[src/rtl/wsdf_pkg.sv]
// Package for the WebSocket frame deframer: result kinds, header length codes
// and the result record passed from the parser to the output stage. No dependencies.
`default_nettype none

package wsdf_pkg;

    localparam logic [1:0] KIND_BYTE     = 2'd0;
    localparam logic [1:0] KIND_END      = 2'd1;
    localparam logic [1:0] KIND_UNMASKED = 2'd2;
    localparam logic [1:0] KIND_CLOSED   = 2'd3;

    localparam logic [6:0] LEN_DIRECT_MAX = 7'd125;
    localparam logic [6:0] LEN_EXT16      = 7'd126;

    localparam logic [3:0] EXT16_BYTES = 4'd2;
    localparam logic [3:0] EXT64_BYTES = 4'd8;
    localparam logic [3:0] KEY_BYTES   = 4'd4;

    localparam logic [3:0] OPCODE_MASK = 4'hF;

    typedef struct packed {
        logic       valid;
        logic [1:0] kind;
        logic [7:0] payload;
        logic [3:0] opcode;
        logic       last;
    } wsdf_result_t;

endpackage

`default_nettype wire

[src/rtl/wsdf_parser.sv]
// Frame header parser and payload unmasker for the WebSocket frame deframer.
// Depends on wsdf_pkg; produces at most one result record per accepted byte.
`default_nettype none

module wsdf_parser (
    input  wire logic                  aclk,
    input  wire logic                  aresetn,
    input  wire logic                  take,
    input  wire logic [7:0]            data_byte,
    input  wire logic                  stream_closed,
    output wsdf_pkg::wsdf_result_t     result
);
    import wsdf_pkg::*;

    typedef enum logic [2:0] {
        PH_HDR0       = 3'd0,
        PH_HDR1       = 3'd1,
        PH_EXT        = 3'd2,
        PH_EXT_NOMASK = 3'd3,
        PH_KEY        = 3'd4,
        PH_PAYLOAD    = 3'd5
    } phase_t;

    phase_t       phase_reg, phase_next;
    logic         fin_reg, fin_next;
    logic [3:0]   left_reg, left_next;
    logic [63:0]  rem_reg, rem_next;
    logic [31:0]  key_reg, key_next;
    logic [1:0]   pos_reg, pos_next;
    logic [3:0]   opcode_reg, opcode_next;
    logic         in_msg_reg, in_msg_next;

    logic [3:0]   left_dec;
    logic [63:0]  rem_dec;
    logic [7:0]   key_byte;
    logic         len_done;
    logic         masked;

    assign left_dec = left_reg - 4'd1;
    assign rem_dec  = rem_reg - 64'd1;

    always_comb begin
        case (pos_reg)
            2'd0:    key_byte = key_reg[31:24];
            2'd1:    key_byte = key_reg[23:16];
            2'd2:    key_byte = key_reg[15:8];
            default: key_byte = key_reg[7:0];
        endcase
    end

    always_comb begin
        phase_next  = phase_reg;
        fin_next    = fin_reg;
        left_next   = left_reg;
        rem_next    = rem_reg;
        key_next    = key_reg;
        pos_next    = pos_reg;
        opcode_next = opcode_reg;
        in_msg_next = in_msg_reg;
        result      = '0;
        len_done    = 1'b0;
        masked      = 1'b0;

        if (stream_closed) begin
            phase_next   = PH_HDR0;
            fin_next     = 1'b0;
            left_next    = '0;
            rem_next     = '0;
            key_next     = '0;
            pos_next     = '0;
            opcode_next  = '0;
            in_msg_next  = 1'b0;
            result.valid = 1'b1;
            result.kind  = KIND_CLOSED;
        end else begin
            case (phase_reg)
                PH_HDR1: begin
                    masked = data_byte[7];
                    if (data_byte[6:0] <= LEN_DIRECT_MAX) begin
                        rem_next = {57'd0, data_byte[6:0]};
                        len_done = 1'b1;
                    end else begin
                        rem_next   = '0;
                        left_next  = (data_byte[6:0] == LEN_EXT16) ? EXT16_BYTES : EXT64_BYTES;
                        phase_next = masked ? PH_EXT : PH_EXT_NOMASK;
                    end
                end
                PH_EXT, PH_EXT_NOMASK: begin
                    masked    = (phase_reg == PH_EXT);
                    rem_next  = {rem_reg[55:0], data_byte};
                    left_next = left_dec;
                    len_done  = (left_dec == 4'd0);
                end
                PH_KEY: begin
                    key_next  = {key_reg[23:0], data_byte};
                    left_next = left_dec;
                    if (left_dec == 4'd0) begin
                        pos_next = '0;
                        if (rem_reg != 64'd0) begin
                            phase_next = PH_PAYLOAD;
                        end else begin
                            phase_next = PH_HDR0;
                            if (fin_reg) begin
                                in_msg_next   = 1'b0;
                                result.valid  = 1'b1;
                                result.kind   = KIND_END;
                                result.opcode = opcode_reg;
                                result.last   = 1'b1;
                            end
                        end
                    end
                end
                PH_PAYLOAD: begin
                    pos_next       = pos_reg + 2'd1;
                    rem_next       = rem_dec;
                    result.valid   = 1'b1;
                    result.kind    = KIND_BYTE;
                    result.payload = data_byte ^ key_byte;
                    result.opcode  = opcode_reg;
                    if (rem_dec == 64'd0) begin
                        phase_next = PH_HDR0;
                        if (fin_reg) begin
                            result.last = 1'b1;
                            in_msg_next = 1'b0;
                        end
                    end
                end
                default: begin
                    fin_next = data_byte[7];
                    if (!in_msg_reg) begin
                        opcode_next = data_byte[3:0] & OPCODE_MASK;
                        in_msg_next = 1'b1;
                    end
                    phase_next = PH_HDR1;
                end
            endcase

            if (len_done) begin
                if (!masked) begin
                    phase_next   = PH_HDR0;
                    in_msg_next  = 1'b0;
                    result.valid = 1'b1;
                    result.kind  = KIND_UNMASKED;
                end else begin
                    phase_next = PH_KEY;
                    left_next  = KEY_BYTES;
                    key_next   = '0;
                end
            end
        end
    end

    always_ff @(posedge aclk) begin
        if (!aresetn) begin
            phase_reg  <= PH_HDR0;
            fin_reg    <= 1'b0;
            left_reg   <= '0;
            rem_reg    <= '0;
            key_reg    <= '0;
            pos_reg    <= '0;
            opcode_reg <= '0;
            in_msg_reg <= 1'b0;
        end else if (take) begin
            phase_reg  <= phase_next;
            fin_reg    <= fin_next;
            left_reg   <= left_next;
            rem_reg    <= rem_next;
            key_reg    <= key_next;
            pos_reg    <= pos_next;
            opcode_reg <= opcode_next;
            in_msg_reg <= in_msg_next;
        end
    end

    // Length and key phases always have at least one byte still to come.
    a_left_nonzero: assert property (@(posedge aclk) disable iff (!aresetn)
        (phase_reg == PH_EXT || phase_reg == PH_EXT_NOMASK || phase_reg == PH_KEY)
        |-> left_reg != 4'd0)
        else $error("length or key phase with no bytes left");

    // The payload phase is only entered with a nonzero byte count.
    a_payload_len: assert property (@(posedge aclk) disable iff (!aresetn)
        phase_reg == PH_PAYLOAD |-> rem_reg != 64'd0)
        else $error("payload phase with zero remaining length");

    // A closed connection returns the parser to a fresh header wait.
    a_closed_clears: assert property (@(posedge aclk) disable iff (!aresetn)
        take && stream_closed |=> phase_reg == PH_HDR0 && !in_msg_reg && rem_reg == 64'd0)
        else $error("state not cleared after connection closed");

    // Payload bytes come only from the payload phase.
    a_byte_phase: assert property (@(posedge aclk) disable iff (!aresetn)
        take && result.valid && result.kind == KIND_BYTE |-> phase_reg == PH_PAYLOAD)
        else $error("payload byte produced outside payload phase");

endmodule

`default_nettype wire

[src/rtl/websocket_frame_deframer.sv]
// Top level of the WebSocket frame deframer: input handshake and the result register.
// Depends on wsdf_pkg and wsdf_parser.
//
//  channel   dir  tdata                                  tuser              tlast
//  s_        in   [7:0] data byte                        [0] stream closed  -
//  m_        out  [7:0] payload, [11:8] opcode, 15:12 0  [1:0] result kind  last in message
//
// One byte is taken per clock while m_ is not stalled; its result, if any, appears in m_ the next cycle.
// The header state and the 64-bit length count update in the accepting cycle.
// The single result register lets s_tready stay high while m_tready is high.
// Reset is synchronous on aresetn and clears all parser state and the output valid.
// A stalled result holds and blocks input only while m_tready is low.
`default_nettype none

module websocket_frame_deframer (
    input  wire logic        aclk,
    input  wire logic        aresetn,
    input  wire logic        s_tvalid,
    output      logic        s_tready,
    input  wire logic [7:0]  s_tdata,   // [7:0] data_byte
    input  wire logic [0:0]  s_tuser,   // [0] stream_closed
    output      logic        m_tvalid,
    input  wire logic        m_tready,
    output      logic [15:0] m_tdata,   // [7:0] payload_byte, [11:8] msg_opcode, rest zero
    output      logic [1:0]  m_tuser,   // [1:0] kind
    output      logic        m_tlast    // last_in_message
);
    import wsdf_pkg::*;

    wsdf_result_t result;
    logic         take;

    logic         valid_reg, valid_next;
    logic [7:0]   payload_reg;
    logic [3:0]   opcode_reg;
    logic [1:0]   kind_reg;
    logic         last_reg;

    assign s_tready = !valid_reg || m_tready;
    assign take     = s_tvalid && s_tready;

    wsdf_parser u_parser (
        .aclk          (aclk),
        .aresetn       (aresetn),
        .take          (take),
        .data_byte     (s_tdata),
        .stream_closed (s_tuser[0]),
        .result        (result)
    );

    always_comb begin
        valid_next = valid_reg;
        if (take) begin
            valid_next = result.valid;
        end else if (m_tready) begin
            valid_next = 1'b0;
        end
    end

    always_ff @(posedge aclk) begin
        if (!aresetn) begin
            valid_reg <= 1'b0;
        end else begin
            valid_reg <= valid_next;
        end
    end

    always_ff @(posedge aclk) begin
        if (take && result.valid) begin
            payload_reg <= result.payload;
            opcode_reg  <= result.opcode;
            kind_reg    <= result.kind;
            last_reg    <= result.last;
        end
    end

    assign m_tvalid = valid_reg;
    assign m_tdata  = {4'd0, opcode_reg, payload_reg};
    assign m_tuser  = kind_reg;
    assign m_tlast  = last_reg;

endmodule

`default_nettype wire

[config.mk]
export PLATFORM = sky130hd
export DESIGN_NAME = websocket_frame_deframer
export DESIGN_NICKNAME = d
export VERILOG_FILES = /design/src/rtl/wsdf_pkg.sv /design/src/rtl/wsdf_parser.sv /design/src/rtl/websocket_frame_deframer.sv
export SDC_FILE = /design/constraint.sdc
export NUM_CORES = 1
export LEC_CHECK = 0
export ABC_AREA = 1
export BUFFER_PORTS_ARGS = -buffer_cell sky130_fd_sc_hd__buf_2
export CAP_MARGIN = 20
export CORE_MARGIN = 2
export CORE_UTILIZATION = 40
export CTS_BUF_LIST = sky130_fd_sc_hd__clkbuf_4 sky130_fd_sc_hd__clkbuf_8 sky130_fd_sc_hd__clkbuf_16
export CTS_CLUSTER_SIZE = 25
export DETAILED_ROUTE_END_ITERATION = 7
export GPL_ROUTABILITY_DRIVEN = 0
export PLACE_DENSITY_LB_ADDON = 0.12
export SYNTH_ARGS = -nofsm -noshare
export SYNTH_HDL_FRONTEND = slang
export SYNTH_SLANG_ARGS = --single-unit
[constraint.sdc]
create_clock -name aclk -period 6.5 [get_ports aclk]
set_input_delay 0.65 -clock aclk [delete_from_list [all_inputs] [get_ports aclk]]
set_output_delay 0.65 -clock aclk [all_outputs]
set_load 0.03 [all_outputs]
Yosys cells after proc, flatten, opt, wreduce, memory -nomap -nowiden
Index checks and enable logic that the tools add are counted.
W data, S select, Z words.
{ "classes": {"n_mux": 59, "addsub": 3, "n_eq_ne": 15, "bitwise_logic": 2, "n_lt_le_gt_ge": 1, "n_reduce_logical": 21} }
{ "op_table": {"columns": ["operator", "n"], "rows": [
  ["$pmux W64 S3", 1],
  ["$mux W32", 4],
  ["$logic_not A64 Y1", 1],
  ["$mux W64", 1],
  ["$reduce_bool A64 Y1", 1],
  ["$sub A64 B1 Y64 const B", 1],
  ["$mux W3", 13],
  ["$mux W4", 8],
  ["$pmux W8 S3", 1],
  ["$mux W1", 17],
  ["$mux W5", 3],
  ["$pmux W3 S4", 1],
  ["$pmux W5 S2", 1],
  ["$ne A4 B2 Y1 const B", 2],
  ["$pmux W4 S2", 1],
  ["$xor A8 B8 Y8", 1],
  ["$eq A7 B7 Y1 const B", 1],
  ["$le A7 B7 Y1 const B", 1],
  ["$mux W7", 1],
  ["$eq A3 B2 Y1 const B", 2],
  ["$eq A3 B3 Y1 const B", 2],
  ["$ne A3 B2 Y1 const B", 2],
  ["$pmux W3 S2", 1],
  ["$reduce_and A3 Y1", 2],
  ["other kinds (26)", 32]
]} }
{ "word_totals": {"output_inout_bits": 21, "inputBits": 13, "elab_cells": 114, "register_bits": 127} }

Longest topological paths before layout
{ "depth": {"depth_word": 8, "depth_mapped": 19, "ltp_nobuf": 19} }

By module
From an unflattened synthesis, not the netlist that was laid out.
{ "unflattened": {"cells_unflattened": 1498, "area_unflattened_um2": 9003.6} }
{ "by_module_without_submodules": {"columns": ["mod", "seq_area_each_um2", "cells_per_inst", "area_each_um2", "instances"], "rows": [
  ["wsdf_parser", 2222.1, 1467, 8448.1, 1],
  ["websocket_frame_deframer", 470.5, 31, 555.5, 1]
]} }

Least setup slack after synthesis
Ideal clock, no wire load.
{ "synth_timing": {"path_kind": "flip-flop to flip-flop", "start": "register u_parser.rem_reg[0]", "end": "register last_reg (netlist: m_tlast), enable pin", "setup_time_ps": 359, "path_buffers": 0, "required_ps": 6141, "t_arrival_ps": 2215, "slack_ps": 3926, "path_stages_with_launch": 15, "synth_period_minus_slack_ps": 2574, "cell_sequence": "dfxtp_1 -> inv_1 -> ha_1 -> nand2_4 -> nor2_8 -> nand2_4 -> nor2_4 -> nand2_2 -> nor4_1 -> nand4_1 -> inv_1 -> nor2_1 -> inv_1 -> o21ai_0 -> inv_1"} }
{ "synth_between": {"elab_chain_len": 8} }
{ "synth_rtl": {"columns": ["item", "line_no", "rtl"], "rows": [
  ["start: declaration", "wsdf_parser.sv:27", "logic [63:0] rem_reg, rem_next;"],
  ["start signal: assignment", "wsdf_parser.sv:167", "rem_reg <= rem_next;"],
  ["$reduce_bool A64 Y1 (*)", "wsdf_parser.sv:99", "if (rem_reg != 64'd0) begin"],
  ["$mux W3 (*)", "wsdf_parser.sv:99", null],
  ["$mux W3 (*)", "wsdf_parser.sv:97", "if (left_dec == 4'd0) begin"],
  ["$pmux W3 S2 (*)", "wsdf_parser.sv:76", "case (phase_reg)"],
  ["$mux W3", "wsdf_parser.sv:139", "if (!masked) begin"],
  ["$mux W3 (*)", "wsdf_parser.sv:138", "if (len_done) begin"],
  ["$mux W3 (*)", "wsdf_parser.sv:64", "if (stream_closed) begin"],
  ["$logic_and A1 B1 Y1 (*)", "websocket_frame_deframer.sv:69", "if (take && result.valid) begin"],
  ["end signal: assignment", "websocket_frame_deframer.sv:73", "last_reg <= result.last;"],
  ["end: declaration", "websocket_frame_deframer.sv:37", "logic last_reg;"]
]} }
Every way passes the cells marked *; elsewhere a longest branch is shown, timed or not.
A chain may end at the register's enable or synchronous reset.

Final worst setup path
{ "layout_timing": {"start": "register u_parser.rem_reg[0]", "end": "register payload_reg[1], enable pin"} }
{ "layout_between": {"elab_chain_len": 8} }
{ "layout_rtl": {"columns": ["item", "line_no", "rtl"], "rows": [
  ["$reduce_bool A64 Y1 (*)", "wsdf_parser.sv:99", null],
  ["$mux W3 (*)", "wsdf_parser.sv:99", null],
  ["$mux W3 (*)", "wsdf_parser.sv:97", null],
  ["$pmux W3 S2 (*)", "wsdf_parser.sv:76", null],
  ["$mux W3", "wsdf_parser.sv:139", null],
  ["$mux W3 (*)", "wsdf_parser.sv:138", null],
  ["$mux W3 (*)", "wsdf_parser.sv:64", null],
  ["$logic_and A1 B1 Y1 (*)", "websocket_frame_deframer.sv:69", null],
  ["end signal: assignment", "websocket_frame_deframer.sv:70", "payload_reg <= result.payload;"],
  ["end: declaration", "websocket_frame_deframer.sv:34", "logic [7:0] payload_reg;"]
]} }
Marks and branches as above.

==> metrics.txt <==
P_sw=0.000737 W; count of cell types in the netlist=~40; number of global-route vias before repair=8022; RSZ-0062 raised after global routing=false; Routed WL=roughly 27 mm; Final period util=a little under three fifths; outcome=finished clean; setup TNS=0 ns; critical path class=register to register; crit end category=register; Net Sw Frac=34.0%; Nets=1379; startpoint class of the critical path=register; number of synthesized register bits=127; Cells after Synth=1351; Starting Density=approximately 40%; Worst VDD drop=0.000173 V; Via-to-Cell Ratio=between 5 and 6; WP data required=6.56 ns; design area=0.00925 mm2; initial drt markers=717; Fmax=280 MHz; clock power share=44.3%; via count=8697; hold_buf cts=0; ANT cells=0; initial antenna violation count=0; Max-Cap Viols=0; FP Rows=52; max FFs per register=64; DIE AREA=0.0219 mm2; core footprint=0.0203 mm2; Pins Over Slew Limit=0; Fin Clk Skew=approximately 0.011 ns; drt drc=0; Layout area overhead=11.4%; measured slew at the worst slew-check pin=0.883 ns; CTS Sinks=between 100 and 150; HP Class=register to register; yosys warns=0; combinational power share=18.2%; drt pass-1 iters=6; global-route wire length before repair=42.4 mm; total gr overflow=0; sequential fraction of the synthesis area=32.4%; die width=148 um; Max Root-Sink Buffers=2; antenna viol nets, final=0; Reg clk slew, reported paths=0.06 ns; critical path arrival=3.64 ns; CP Max Fanout=15; H-tree levels=4; Post-synth EDFFs=15; power per cell area=234 mW/mm2; synthesized area per cell=6.15 um2; Mapped Area=0.00831 mm2; GRT Total Usage=approximately a quarter; Worst slew margin=41.1%; PnR Total Power=0.00217 W; Post-CTS Resized=0; IO Port Bufs=29; final hold vios=0; Main synth FF type=dfxtp_1; Final Critical Period=3.58 ns; Worst-Skew Late Latency=0.43 ns; Routed WL per cell=around 16 um; final design utilization=45.6%; Setup violations, final=0; Int Pwr=approximately 0.0014 W; hpwl dp=19.5 mm; Reg power frac=37.5%; root buf cell=clkbuf_16; TritonCTS clock tree=built; share of synthesized registers carrying an async set or reset=0%; Placed Instance Area=slightly below 0.009 mm2; postcts setup bufs=0; Layout fillers=around 2300; I/O pins=34; CTS buffer count=17; Vert. Die Dim=148 um; largest net degree at the start of global routing=76; P_leak=between 4 and 5 nW; layout cells sized above 1=roughly 8.8%
worst max-delay path, stage by stage, from the launching register on:
cell and delay (ns):
dfxtp_1 0.33, inv_1 0.17, ha_1 0.29, nand2_4 0.10, nor2_8 0.19, nand2_4 0.09, nor2_4 0.18, nand2_2 0.08
nor4_1 0.56, nand4_1 0.30, inv_1 0.11, nor2_1 0.05, inv_1 0.11, o21ai_0 0.13, inv_1 0.51
through the flow:
step	hold WS (ns)	worst slack, ns	instances
2_1_floorplan	0.429	3.93	1354
3_3_place_gp	0.445	2.99	1609
3_5_place_dp	0.451	2.95	1609
4_1_cts	0.461	2.92	1641
5_1_grt	0.492	2.67	1641
6_report	0.458	2.92	1641
power by group through the flow:
stage | combinational, W | clock [W] | sequential [W]
2_1_floorplan | 0.000272 | 0 | 0.000838
3_3_place_gp | 0.000387 | 0 | 0.000831
3_5_place_dp | 0.000388 | 0 | 0.000831
4_1_cts | 0.000390 | 0.000976 | 0.000813
5_1_grt | 0.000431 | 0.00101 | 0.000814
6_report | 0.000393 | 0.000960 | 0.000813
cell usage after synthesis, types with 5 or more instances:
cell type,count,area [um2]
nand2_1,457,1720
or2_2,8,50.1
o21ai_0,65,325
a22o_1,10,87.6
nor2_2,10,62.6
o21ai_1,7,35.0
nand3b_1,6,45.0
nand3_1,43,215
nor2_1,223,837
inv_1,115,432
clkbuf_1,35,131
xor2_1,13,114
edfxtp_1,15,450
a21oi_1,92,460
a32o_1,5,50.1
nand2_2,10,62.6
ha_1,8,100
buf_2,8,40.0
o22ai_1,19,119
nor2_4,10,113
a22oi_1,33,248
dfxtp_1,112,2240
cell type report:
cell class | instances | area [um2] | area share (%)
clock inverter | 15 | 159 | 1.72
clock buffer | 17 | 425 | 4.60
inverter | 118 | 444 | 4.80
timing repair buffer | 36 | 198 | 2.14
sequential | 127 | 2690 | 29.1
tap | 270 | 338 | 3.65
multi-input combinational | 1058 | 4990 | 54.0
layer usage:
metal,GRT usage (%),part of all wire [%]
met4,9.29,2.8
met5,0,0
met2,40.6,47
met3,3.31,5.1
met1,32.6,45
kinds of logic (layout without fill, tap and decap cells):
group | count (synthesis) | after routing | share of synthesized area (%)
and+or+nand+nor | 784 | 784 | 39.3
DFF | 127 | 127 | 32.4
xor gates and xnor gates | 13 | 13 | 1.37
AOI/OAI and AO/OA | 249 | 249 | 17.7
other | 1 | 4 | 0.0452
adders and majority gates | 8 | 8 | 1.21
buffers and inverters | 169 | 186 | 7.94
cell usage in the layout, fill, tap and decap left out, types with 7 or more instances in the layout:
cell type and instances:
inv_8 7, inv_1 114, nand3_1 43, o21ai_0 65, nor2_1 222, clkbuf_16 17
nor2_4 11, buf_2 29, a22oi_1 33, edfxtp_1 15, nor2_2 10, ha_1 8
dfxtp_1 112, buf_4 7, xor2_1 13, o22ai_1 19, or2_2 8, nand2_2 11
a21oi_1 92, nand2_1 456, a22o_1 10
path summary, 6_finish.rpt:
| path | start | to | slack [ns] | cells past startpoint |
|---|---|---|---|---|
| worst min register to register | u_parser.opcode_reg[3] | u_parser.opcode_reg[3] | 0.46 | 2 |
| worst max register to register | u_parser.rem_reg[0] | payload_reg[1] | 2.92 | 14 |
| worst max-delay path | u_parser.rem_reg[0] | payload_reg[1] | 2.92 | 14 |
| worst min-delay path | u_parser.opcode_reg[3] | u_parser.opcode_reg[3] | 0.46 | 2 |
Power figures use the tool's default switching activity.
